**src/rtl/ftes_pkg.sv**
```systemverilog
// Shared types, constants and calendar helpers for the frame timestamp converter.
package ftes_pkg;

  localparam int unsigned OUT_W = 42;
  localparam int unsigned DAYS_W = 27;
  localparam int unsigned HMS_W = 20;

  localparam logic [15:0] EPOCH_YEAR = 16'd1970;
  // Leap years in [0, 1970)
  localparam logic signed [15:0] LEAPS_BEFORE_EPOCH = 16'sd478;
  localparam logic signed [17:0] SECS_PER_DAY = 18'sd86400;

  // Reciprocal of 25 scaled by 2^19, exact for inputs below 2^14
  localparam logic [14:0] RECIP_25 = 15'd20972;
  localparam int unsigned RECIP_SHIFT = 19;

  // Timestamp bytes snapshot at the seconds byte
  typedef struct packed {
    logic [15:0] year;
    logic [7:0]  month;
    logic [7:0]  day;
    logic [7:0]  hour;
    logic [7:0]  minute;
    logic [7:0]  second;
  } ts_t;

  // Floor of x / 25 for a 14-bit value
  function automatic logic [9:0] div25(input logic [13:0] x);
    logic [28:0] prod;
    prod = {15'd0, x} * {14'd0, RECIP_25};
    return prod[28:RECIP_SHIFT];
  endfunction

  // Days in the completed months of a non-leap year
  function automatic logic [8:0] cum_days(input logic [3:0] done);
    logic [8:0] d;
    case (done)
      4'd0:    d = 9'd0;
      4'd1:    d = 9'd31;
      4'd2:    d = 9'd59;
      4'd3:    d = 9'd90;
      4'd4:    d = 9'd120;
      4'd5:    d = 9'd151;
      4'd6:    d = 9'd181;
      4'd7:    d = 9'd212;
      4'd8:    d = 9'd243;
      4'd9:    d = 9'd273;
      4'd10:   d = 9'd304;
      4'd11:   d = 9'd334;
      default: d = 9'd365;
    endcase
    return d;
  endfunction

endpackage

```
**src/rtl/frame_timestamp_to_epoch_seconds.sv**
```systemverilog
// Top level: frame byte counter, timestamp capture and epoch pipeline.
//
//  channel | handshake            | payload
//  --------+----------------------+---------------------------
//  input   | in_valid / in_stall  | data_byte, frame_start
//  output  | out_valid / out_stall| epoch_seconds (42b signed)
//
// One byte is taken per cycle while in_stall is low. The seconds byte loads the
// snapshot register, and its result then passes the year-term, day-count and
// day-to-second scaling stages before it is presented.
// Synchronous reset clears the byte position, captured bytes and pipeline valid flags.
// A stalled output holds the pipeline; input stalls only once all four
// stages hold a transaction.
module frame_timestamp_to_epoch_seconds import ftes_pkg::*; #(
  parameter int unsigned TIME_OFFSET = 10
) (
  input  logic                    clk,
  input  logic                    rst,
  input  logic                    in_valid,
  output logic                    in_stall,
  input  logic [7:0]              data_byte,
  input  logic                    frame_start,
  output logic                    out_valid,
  input  logic                    out_stall,
  output logic signed [OUT_W-1:0] epoch_seconds
);

  localparam int unsigned POS_W = $clog2(TIME_OFFSET + 9);
  localparam logic [POS_W-1:0] POS_YEAR_HI = POS_W'(TIME_OFFSET);
  localparam logic [POS_W-1:0] POS_YEAR_LO = POS_W'(TIME_OFFSET + 1);
  localparam logic [POS_W-1:0] POS_MONTH   = POS_W'(TIME_OFFSET + 2);
  localparam logic [POS_W-1:0] POS_DAY     = POS_W'(TIME_OFFSET + 3);
  localparam logic [POS_W-1:0] POS_HOUR    = POS_W'(TIME_OFFSET + 5);
  localparam logic [POS_W-1:0] POS_MINUTE  = POS_W'(TIME_OFFSET + 6);
  localparam logic [POS_W-1:0] POS_SECOND  = POS_W'(TIME_OFFSET + 7);
  localparam logic [POS_W-1:0] POS_DONE    = POS_W'(TIME_OFFSET + 8);

  logic [POS_W-1:0] byte_position;
  logic [POS_W-1:0] pos;
  logic [15:0]      captured_year;
  logic [7:0]       captured_month;
  logic [7:0]       captured_day;
  logic [7:0]       captured_hour;
  logic [7:0]       captured_minute;
  logic             accept;
  logic             calc_ready;
  logic             calc_load;
  ts_t              ts;

  assign in_stall = !calc_ready;
  assign accept = in_valid && calc_ready;
  assign pos = frame_start ? '0 : byte_position;
  assign calc_load = accept && (pos == POS_SECOND);

  // Snapshot handed to the pipeline with the seconds byte
  always_comb begin
    ts.year   = captured_year;
    ts.month  = captured_month;
    ts.day    = captured_day;
    ts.hour   = captured_hour;
    ts.minute = captured_minute;
    ts.second = data_byte;
  end

  // Count byte positions and capture timestamp bytes
  always_ff @(posedge clk) begin
    if (rst) begin
      byte_position   <= '0;
      captured_year   <= '0;
      captured_month  <= '0;
      captured_day    <= '0;
      captured_hour   <= '0;
      captured_minute <= '0;
    end else if (accept) begin
      if (pos < POS_DONE) begin
        byte_position <= pos + POS_W'(1);
      end else begin
        byte_position <= pos;
      end
      if (pos == POS_YEAR_HI) begin
        captured_year[15:8] <= data_byte;
      end
      if (pos == POS_YEAR_LO) begin
        captured_year[7:0] <= data_byte;
      end
      if (pos == POS_MONTH) begin
        captured_month <= data_byte;
      end
      if (pos == POS_DAY) begin
        captured_day <= data_byte;
      end
      if (pos == POS_HOUR) begin
        captured_hour <= data_byte;
      end
      if (pos == POS_MINUTE) begin
        captured_minute <= data_byte;
      end
    end
  end

  ftes_calc u_calc (
    .clk           (clk),
    .rst           (rst),
    .load          (calc_load),
    .ts            (ts),
    .ready         (calc_ready),
    .out_valid     (out_valid),
    .out_stall     (out_stall),
    .epoch_seconds (epoch_seconds)
  );

endmodule

```
**src/rtl/ftes_calc.sv**
```systemverilog
// Four-stage pipeline turning a captured timestamp into seconds since 1970.
module ftes_calc import ftes_pkg::*; (
  input  logic                    clk,
  input  logic                    rst,
  input  logic                    load,
  input  ts_t                     ts,
  output logic                    ready,
  output logic                    out_valid,
  input  logic                    out_stall,
  output logic signed [OUT_W-1:0] epoch_seconds
);

  // Stage 1: snapshot
  logic s1_valid;
  ts_t  s1;

  // Stage 2: year terms and month index
  logic                     s2_valid;
  logic signed [DAYS_W-1:0] s2_year_days;
  logic signed [15:0]       s2_leap_diff;
  logic                     s2_leap_adj;
  logic [3:0]               s2_done;
  logic [7:0]               s2_day;
  logic [7:0]               s2_hour;
  logic [7:0]               s2_minute;
  logic [7:0]               s2_second;

  // Stage 3: day count and time of day
  logic                     s3_valid;
  logic signed [DAYS_W-1:0] s3_days;
  logic [HMS_W-1:0]         s3_hms;

  // Stage 4: result register
  logic s4_valid;

  logic s1_ready;
  logic s2_ready;
  logic s3_ready;
  logic s4_ready;

  // Each stage moves when the one after it has room
  assign s4_ready = !s4_valid || !out_stall;
  assign s3_ready = !s3_valid || s4_ready;
  assign s2_ready = !s2_valid || s3_ready;
  assign s1_ready = !s1_valid || s2_ready;
  assign ready = s1_ready;
  assign out_valid = s4_valid;

  // Year arithmetic
  logic [15:0]        y;
  logic [15:0]        p;
  logic [9:0]         p_div100;
  logic [9:0]         p_div400;
  logic [14:0]        leaps;
  logic signed [16:0] year_rel;
  logic [9:0]         y_div100;
  logic [9:0]         y_div400;
  logic               div_by_4;
  logic               div_by_100;
  logic               div_by_400;
  logic [3:0]         month_done;

  always_comb begin
    y = s1.year;
    p = y - 16'd1;
    p_div100 = div25(p[15:2]);
    p_div400 = div25({2'd0, p[15:4]});
    if (y == 16'd0) begin
      leaps = 15'd0;
    end else begin
      leaps = {1'b0, p[15:2]} - {5'd0, p_div100} + {5'd0, p_div400} + 15'd1;
    end
    year_rel = $signed({1'b0, y}) - $signed({1'b0, EPOCH_YEAR});
    y_div100 = div25(y[15:2]);
    y_div400 = div25({2'd0, y[15:4]});
    div_by_4 = (y[1:0] == 2'd0);
    div_by_100 = div_by_4 && ({4'd0, y_div100} * 14'd25 == y[15:2]);
    div_by_400 = (y[3:0] == 4'd0) && ({2'd0, y_div400} * 12'd25 == y[15:4]);
    // Completed months, clamped to a full year
    if (s1.month == 8'd0) begin
      month_done = 4'd0;
    end else if (s1.month > 8'd13) begin
      month_done = 4'd12;
    end else begin
      month_done = 4'(s1.month - 8'd1);
    end
  end

  // Day count and time of day of stage 3
  logic signed [DAYS_W-1:0] days_sum;
  logic [HMS_W-1:0]         hms_sum;

  always_comb begin
    days_sum = s2_year_days + DAYS_W'(s2_leap_diff)
             + $signed({{(DAYS_W-9){1'b0}}, cum_days(s2_done)})
             + $signed({{(DAYS_W-1){1'b0}}, s2_leap_adj})
             + $signed({{(DAYS_W-8){1'b0}}, s2_day}) - DAYS_W'(1);
    hms_sum = {12'd0, s2_hour} * 20'd3600 + {12'd0, s2_minute} * 20'd60
            + {12'd0, s2_second};
  end

  // Advance the pipeline
  always_ff @(posedge clk) begin
    if (rst) begin
      s1_valid <= 1'b0;
      s2_valid <= 1'b0;
      s3_valid <= 1'b0;
      s4_valid <= 1'b0;
    end else begin
      if (s1_ready) begin
        s1_valid <= load;
      end
      if (s2_ready) begin
        s2_valid <= s1_valid;
      end
      if (s3_ready) begin
        s3_valid <= s2_valid;
      end
      if (s4_ready) begin
        s4_valid <= s3_valid;
      end
    end
    if (s1_ready && load) begin
      s1 <= ts;
    end
    if (s2_ready && s1_valid) begin
      s2_year_days <= DAYS_W'(year_rel) * DAYS_W'(365);
      s2_leap_diff <= $signed({1'b0, leaps}) - LEAPS_BEFORE_EPOCH;
      s2_leap_adj  <= (s1.month > 8'd2) && div_by_4 && (!div_by_100 || div_by_400);
      s2_done      <= month_done;
      s2_day       <= s1.day;
      s2_hour      <= s1.hour;
      s2_minute    <= s1.minute;
      s2_second    <= s1.second;
    end
    if (s3_ready && s2_valid) begin
      s3_days <= days_sum;
      s3_hms  <= hms_sum;
    end
  end

  // Scale days to seconds in the result register
  always_ff @(posedge clk) begin
    if (s3_valid && s4_ready) begin
      epoch_seconds <= OUT_W'(s3_days) * OUT_W'(SECS_PER_DAY)
                     + $signed({{(OUT_W-HMS_W){1'b0}}, s3_hms});
    end
  end

endmodule

```
**config.mk**
```make
export PLATFORM = sky130hd
export DESIGN_NAME = frame_timestamp_to_epoch_seconds
export DESIGN_NICKNAME = d
export VERILOG_FILES = /design/src/rtl/ftes_pkg.sv /design/src/rtl/frame_timestamp_to_epoch_seconds.sv /design/src/rtl/ftes_calc.sv
export SDC_FILE = /design/constraint.sdc
export NUM_CORES = 2
export LEC_CHECK = 0
export BUFFER_PORTS_ARGS = -buffer_cell sky130_fd_sc_hd__buf_2
export CORE_ASPECT_RATIO = 1.2
export CORE_MARGIN = 3
export CORE_UTILIZATION = 50
export DETAILED_ROUTE_END_ITERATION = 8
export GPL_ROUTABILITY_DRIVEN = 1
export PLACE_DENSITY = 0.68
export SYNTH_ARGS = -nofsm -noshare
export SYNTH_HDL_FRONTEND = slang
export SYNTH_SLANG_ARGS = --single-unit
```
**constraint.sdc**
```tcl
create_clock -name clk -period 9.4 [get_ports clk]
set_input_delay 0.94 -clock clk [delete_from_list [all_inputs] [get_ports clk]]
set_output_delay 0.94 -clock clk [all_outputs]
set_load 0.05 [all_outputs]
```
Word-level counts from Yosys, hierarchy flattened
Memory sizes are Yosys's and may differ from the RTL's.
Index checks and enable logic that the tools add are counted.
{"block": "word_totals", "register_bits": 282, "romBits": 144, "inputBits": 13, "output_inout_bits": 44, "elab_cells": 105, "mem_count": 1}
{"block": "op_classes", "addsub": 16, "n_mul": 10, "n_lt_le_gt_ge": 3, "n_eq_ne": 9, "mux": 4, "n_reduce_logical": 33}
{"memory": "(name not given)", "words": 16, "word_bits": 9, "rd": 1, "rd_ports_with_merged_regs": 0, "write_ports": 0, "line_no": "ftes_pkg.sv:37", "source": "case (done)"}
{"operator": "$mul 14x13->27 const B", "n": 2}
{"operator": "$mul 12x13->25 const B", "n": 2}
{"operator": "$add 42x21->42", "n": 1}
{"operator": "$mul 27x11->35 const B", "n": 1}
{"operator": "$add 27x10->27", "n": 1}
{"operator": "$add 27x16->27", "n": 1}
{"operator": "$add 27x2->27", "n": 1}
{"operator": "$add 27x9->27", "n": 1}
{"operator": "$mul 17x10->27 const B", "n": 1}
{"operator": "$sub 27x2->27 const B", "n": 1}
{"operator": "$eq 5x4->1 const B", "n": 5}
{"operator": "$add 20x14->20", "n": 1}
{"operator": "$add 20x8->20", "n": 1}
{"operator": "$sub 16x11->17 const B", "n": 1}
{"operator": "$logic_not 16->1", "n": 1}
{"operator": "$mul 8x8->16 const B", "n": 1}
{"operator": "$sub 15x9->16 const B", "n": 1}
{"operator": "$sub 16x1->16 const B", "n": 1}
{"operator": "$add 15x1->15 const B", "n": 1}
{"operator": "$add 15x8->15", "n": 1}
{"operator": "$mux 15", "n": 1}
{"operator": "$sub 14x10->15", "n": 1}
{"operator": "$eq 14x14->1", "n": 1}
{"operator": "$mul 10x5->14 const B", "n": 1}
{"operator": "other kinds (19)", "n": 45}

Logic depth before layout (Yosys ltp)
{"block": "depth", "word_depth": 8, "mapped_depth": 46, "ltp_nobuf": 45}

Cells and area by module
From an unflattened synthesis, not the netlist that was laid out.
{"block": "hier_totals", "cells_unflattened": 3689, "area_unflattened_um2": 37991.4}
{"mod": "ftes_calc", "n_inst": 1, "cells_per_inst": 3489, "area_per_inst_um2": 35937.0, "seq_area_each_um2": 6836.6}
{"mod": "frame_timestamp_to_epoch_seconds", "n_inst": 1, "cells_per_inst": 200, "area_per_inst_um2": 2054.5, "seq_area_each_um2": 1061.0}

Worst setup path after synthesis
No wires, ideal clock.
{"block": "synth_path", "path_type": "register to register", "startpoint": "register u_calc.s1, in the netlist u_calc.y[3]", "endpoint": "register u_calc.s2_leap_diff[14], data pin", "setup_time_ns": 0.266, "arrival_time_ns": 9.664, "t_required_ns": 9.134, "setup_slack_ns": -0.530, "stages_incl_launch_ff": 43, "n_path_buf": 1, "period_less_slack_ns": 9.930, "cell_sequence": "edfxtp_1 -> clkbuf_1 -> inv_1 -> ha_1 -> inv_1 -> o21ai_0 -> a21bo_2 -> nand2_1 -> nand2_1 -> nand2_1 -> nand2_1 -> xnor2_1 -> inv_1 -> fa_1 -> inv_1 -> fa_1 -> inv_1 -> fa_1 -> [... 7 more ...] -> a2111oi_0 -> nor3_1 -> o31a_1 -> o21a_1 -> or2_2 -> fa_1 -> inv_1 -> ha_1 -> o21a_1 -> o21ai_0 -> a21oi_1 -> a31oi_1 -> nor2b_1 -> xnor2_1 -> o21ai_0 -> or3b_1 -> nor3_1 -> xor2_1"}
{"block": "synth_via", "elab_chain_cells": 7, "elab_cells_between_ends": 9, "classes_between": "5 x add/sub; 2 x mul; 1 x mux; 1 x reduce/logical"}
{"item": "from (decl)", "line_no": "ftes_calc.sv:15", "source": "ts_t s1;"}
{"item": "from (signal assigned)", "line_no": "ftes_calc.sv:124", "source": "s1 <= ts;"}
{"item": "$sub 16x1->16", "line_no": "ftes_calc.sv:65", "source": "p = y - 16'd1;"}
{"item": "$mul 14x13->27", "line_no": "ftes_pkg.sv:30", "source": "prod = {15'd0, x} * {14'd0, RECIP_25};"}
{"item": "$sub 14x10->15", "line_no": "ftes_calc.sv:71", "source": "leaps = {1'b0, p[15:2]} - {5'd0, p_div100} + {5'd0, p_div400} + 15'd1;"}
{"item": "$add 15x8->15", "line_no": "ftes_calc.sv:71"}
{"item": "$add 15x1->15", "line_no": "ftes_calc.sv:71"}
{"item": "$mux 15 *", "line_no": "ftes_calc.sv:68", "source": "if (y == 16'd0) begin"}
{"item": "$sub 15x9->16 *", "line_no": "ftes_calc.sv:128", "source": "s2_leap_diff <= $signed({1'b0, leaps}) - LEAPS_BEFORE_EPOCH;"}
{"item": "to (signal assigned)", "line_no": "ftes_calc.sv:128"}
{"item": "to (decl)", "line_no": "ftes_calc.sv:20", "source": "logic signed [15:0] s2_leap_diff;"}
Every way passes the cells marked *; elsewhere a longest branch is shown, timed or not.
A chain may end at the register's enable or synchronous reset.

Final worst setup path
{"block": "layout_path", "startpoint": "register u_calc.s1, in the netlist u_calc.y[2]", "endpoint": "register u_calc.s2_leap_diff[13], data pin"}
The elaborated chain is that of the path after synthesis.

==> run summary <==
The flow ran to the end, and the final reports show no timing, DRC or antenna violations. Grouping stages by cell kind, the critical path spends the most delay in adder cells. The routed wire length came out at 77,100 um. Counting both buffers and inverters, the worst setup path holds a total of 8. Cells with a size suffix above 1 make up 8.54% of the layout. The required time of the critical path came out at 9.73 ns.

Setup violations remaining at the end of the flow were counted as 0. The placed instance count is 4,803. The placement-stage worst setup slack came out at -0.239 ns. The routing usage on met1 is 24.6%. The global route total overflow came out at 0. The count of buffers inserted at the top-level ports is 56. The post-layout minimum cycle time is 9.09 ns.

The destination of the worst register-to-register timing path is u_calc.s2_leap_diff[13]. The wire length per cell after detailed routing came out at 15.9 um. For this configuration, the core starts out at a cell density of around half.

The pin count of the biggest net entering global routing came out at 81. The mean cell area of the mapped netlist came out at 10.3 um2. Setup repair after global routing could not meet its margin everywhere.

The hold slack is 0.417 ns. The filler cell count in the final layout came out at 6,518. The combined global-route utilization of all metal layers came out at 20.2%.

The critical path ends at u_calc.s2_leap_diff[13]. The H-tree level count came out at 1. The cell count along the critical path is 43. The worst setup path is launched from a flip-flop.

The max-capacitance violation count came out at 0. Pin placement for this block handled 57 I/O pins. The number of enable flip-flop cells after synthesis came out at 225. The number of design rule violations left after detail routing came out at 0. The met2 capacity usage during global routing is 38.1%. The worst hold path belongs to the class flip-flop to flip-flop. For the final database, setup skew stands at 0.0142 ns.

The synthesized netlist net count came out at roughly 4,900. The worst-case reg-to-reg path depth came out at 43. IR analysis of the VDD net gives a maximum drop of roughly 0.00012 V. The Yosys step of the flow raised 0 warnings. TritonCTS built the clock tree. The combined area of the multi-input logic cells is 0.0271 mm2.

The final clock period utilization by the worst path is a little over nine tenths. The height of the die is 307 um. After global routing, the most crowded layer is met2.

The area of the core region came out at 0.0742 mm2. The startpoint identified for the worst register-to-register timing path is u_calc.y[2]. The number of global-route vias before repair came to between 20,000 and 30,000. At the end of routability-driven placement, the weighted congestion stood at just under 1. The most critical setup path has its startpoint at u_calc.y[2]. The synthesized flop and latch total came out at roughly 280. The count of nets after finishing came out at 5,047.

The floorplan step defined a die boundary enclosing 0.0789 mm2. The register clock-pin slew on the reported worst setup and hold paths is 0.06 ns. The actual transition at the worst max-transition pin is about 1.0 ns.

The sequential element share of the synthesized area is 20.9%. The number of cell rows is 109. The dominant cell type by count on the critical path is sky130_fd_sc_hd__fa_1. The hold violation count in the final report came out at 0. The routed layout has between 20,000 and 25,000 vias. Cells fill 55.9% of the core in the end.

The number of clock buffers inserted by TritonCTS is 31. Across all register-to-register paths, the minimum setup slack is roughly 0.31 ns. The async set or reset register ratio after synthesis came out at 0%. The count of pins over their slew limit is 0. Along the worst path, the maximum fanout reaches 5. The netlist area before placement came out at about 0.038 mm2. The diode insertion count for antenna repair came out at 0. For this design, the sink count on the clock tree is 282. The synthesized instance count came out at ~3,700.

In the layout the commonest cells are 823 x sky130_fd_sc_hd__inv_1, 778 x sky130_fd_sc_hd__ha_1, 404 x sky130_fd_sc_hd__fa_1. The signal arrival time at the worst endpoint came out at 9.41 ns. The post-detailed-route count of antenna-violating nets is 0. The number of optimization iterations in the first detailed-route pass is 5. The longest clock path from root to sink contains 3 buffers.

After detailed routing, the number of vias per cell comes to 5.11. The kind of critical path is flip-flop to flip-flop. The combined flip-flop and latch cell area came out at 0.00790 mm2. The maximum achievable frequency is between 100 and 150 MHz. After synthesis, the netlist uses 88 different library cells. The first-pass GRT wire length is 130,000 um. The worst slew margin relative to its limit came out at 30.4%. For this run, the slowest stage of the critical path takes 0.58 ns. The number of DRC markers in iteration 0 is 856. Global routing used under 10% of the available met3 tracks.

The cell leakage power is 21.3 nW. Buffers inserted to repair hold after CTS numbered 0. The width of the die is 257 um.

The most used flip-flop cell after synthesis is sky130_fd_sc_hd__edfxtp_1. The initial antenna violation count is 1. The detailed placement HPWL came out at 66,100 um. After the flow finishes, the layout carries non-filler instances totaling roughly 4,900. The total power after layout is 0.00281 W.

Clock tree synthesis selected as its root buffer the cell sky130_fd_sc_hd__clkbuf_16. The worst-skew pair later-pin latency came out at 0.59 ns. The synthesis-to-layout area growth is 9.86%. Leaving out fill and tap cells, the most frequent cell in the layout is sky130_fd_sc_hd__inv_1. The ratio of total power to cell area is ~68 mW/mm2.

The library cell contributing the largest single delay on the critical path is sky130_fd_sc_hd__fa_2. STA classifies the critical path endpoint as a flip-flop. The worst path setup slack after routing is 0.312 ns.
-- worst min-delay path by stage --
stage | from | endpoint | depth (start not counted)
final | u_calc.s1[24] | u_calc.s2_day[0] | 0
after CTS | u_calc.s3_hms[5] | u_calc.epoch_seconds[5] | 0
after global placement | u_calc.s1[10] | u_calc.s2_minute[2] | 0
after floorplan | u_calc.s3_hms[0] | u_calc.epoch_seconds[0] | 0
after global routing | u_calc.s1[0] | u_calc.s2_second[0] | 0
after detailed placement | u_calc.s3_hms[5] | u_calc.epoch_seconds[5] | 0
-- flip-flops by register name (all words and copies together) (netlist names), 4 cells and up --
signal,cells
u_calc.s2_hour,8
captured_month,8
u_calc.s1,40
u_calc.s2_day,8
u_calc.s3_hms,20
u_calc.s2_second,8
u_calc.s3_days,27
u_calc.y,16
captured_minute,8
captured_day,8
u_calc.s2_minute,8
u_calc.epoch_seconds,42
u_calc.s2_done,4
u_calc.s2_year_days,27
byte_position,5
captured_hour,8
captured_year,16
u_calc.s2_leap_diff,16
-- stage by stage --
| stage | TNS [ns] | area, um2 |
|---|---|---|
| 6_report | 0 | 41500 |
| 5_1_grt | -0.491 | 41500 |
| 4_1_cts | -0.0261 | 41200 |
| 3_5_place_dp | -0.518 | 40100 |
| 3_3_place_gp | -0.300 | 40100 |
| 2_1_floorplan | 0 | 37900 |
-- Yosys cell counts (12+ instances only) --
master,count,area share [%]
sky130_fd_sc_hd__a211oi_1,12,0.24
sky130_fd_sc_hd__a21o_1,62,1.2
sky130_fd_sc_hd__a21oi_1,140,1.9
sky130_fd_sc_hd__a31oi_1,12,0.20
sky130_fd_sc_hd__and3_1,26,0.43
sky130_fd_sc_hd__clkbuf_1,20,0.20
sky130_fd_sc_hd__dfxtp_1,57,3.0
sky130_fd_sc_hd__edfxtp_1,225,18
sky130_fd_sc_hd__fa_1,405,21
sky130_fd_sc_hd__ha_1,790,26
sky130_fd_sc_hd__inv_1,834,8.3
sky130_fd_sc_hd__mux2i_1,45,1.2
sky130_fd_sc_hd__nand2_1,129,1.3
sky130_fd_sc_hd__nand2b_1,26,0.43
sky130_fd_sc_hd__nand3_1,46,0.61
sky130_fd_sc_hd__nand4_1,25,0.41
sky130_fd_sc_hd__nor2_1,166,1.6
sky130_fd_sc_hd__nor2b_1,29,0.48
sky130_fd_sc_hd__nor3_1,48,0.64
sky130_fd_sc_hd__o211ai_1,13,0.26
sky130_fd_sc_hd__o21a_1,27,0.54
sky130_fd_sc_hd__o21ai_0,69,0.91
sky130_fd_sc_hd__o21bai_1,28,0.56
sky130_fd_sc_hd__xnor2_1,194,4.5
sky130_fd_sc_hd__xor2_1,69,1.6
-- timing repair --
action	4_1_cts	5_1_grt
pin swaps	0	30
buffers inserted	0	2
setup endpoints to repair	4	10
gates resized for setup	4	69
-- final cells by class --
type	count	share of cell area, %
clock buffer	34	1.92
clock inverter	23	0.600
inverter	834	7.56
multi-input combinational	2528	65.2
sequential	282	19.0
tap	999	3.01
timing repair buffer	162	2.63
-- power breakdown --
part	switching (W)	total (W)	internal (W)	leakage, nW
combinational	0.000129	0.000235	0.000106	18.2
clock	0.000504	0.00123	0.000726	0.525
sequential	0.00000146	0.00134	0.00134	2.59
-- layer usage --
layer	up-vias	wire length (um)
met5	-	0
met4	0	2860
met3	115	1800
met2	289	40000
met1	12000	32500
li1	12400	-
-- cell families (layout without fill, tap and decap cells) --
family          after synthesis  in the layout  synth area share, %
fa+ha+maj                  1196           1196                 47.7
buf+inv                     861           1053                 8.58
simple gates                565            565                 7.41
compound gates              453            453                 7.89
flops                       282            282                 20.9
xor+xnor                    267            267                 6.30
mux                          47             47                 1.25
-- worst reg2reg max path: cells and delay by family, from the launching register on --
kind | cells | cell delay (ns)
xor+xnor | 4 | 0.50
flops | 1 | 0.43
compound gates | 12 | 2.11
fa+ha+maj | 9 | 3.89
simple gates | 10 | 1.19
buf+inv | 8 | 0.71
Note: power is estimated with default switching activity, not from simulation.
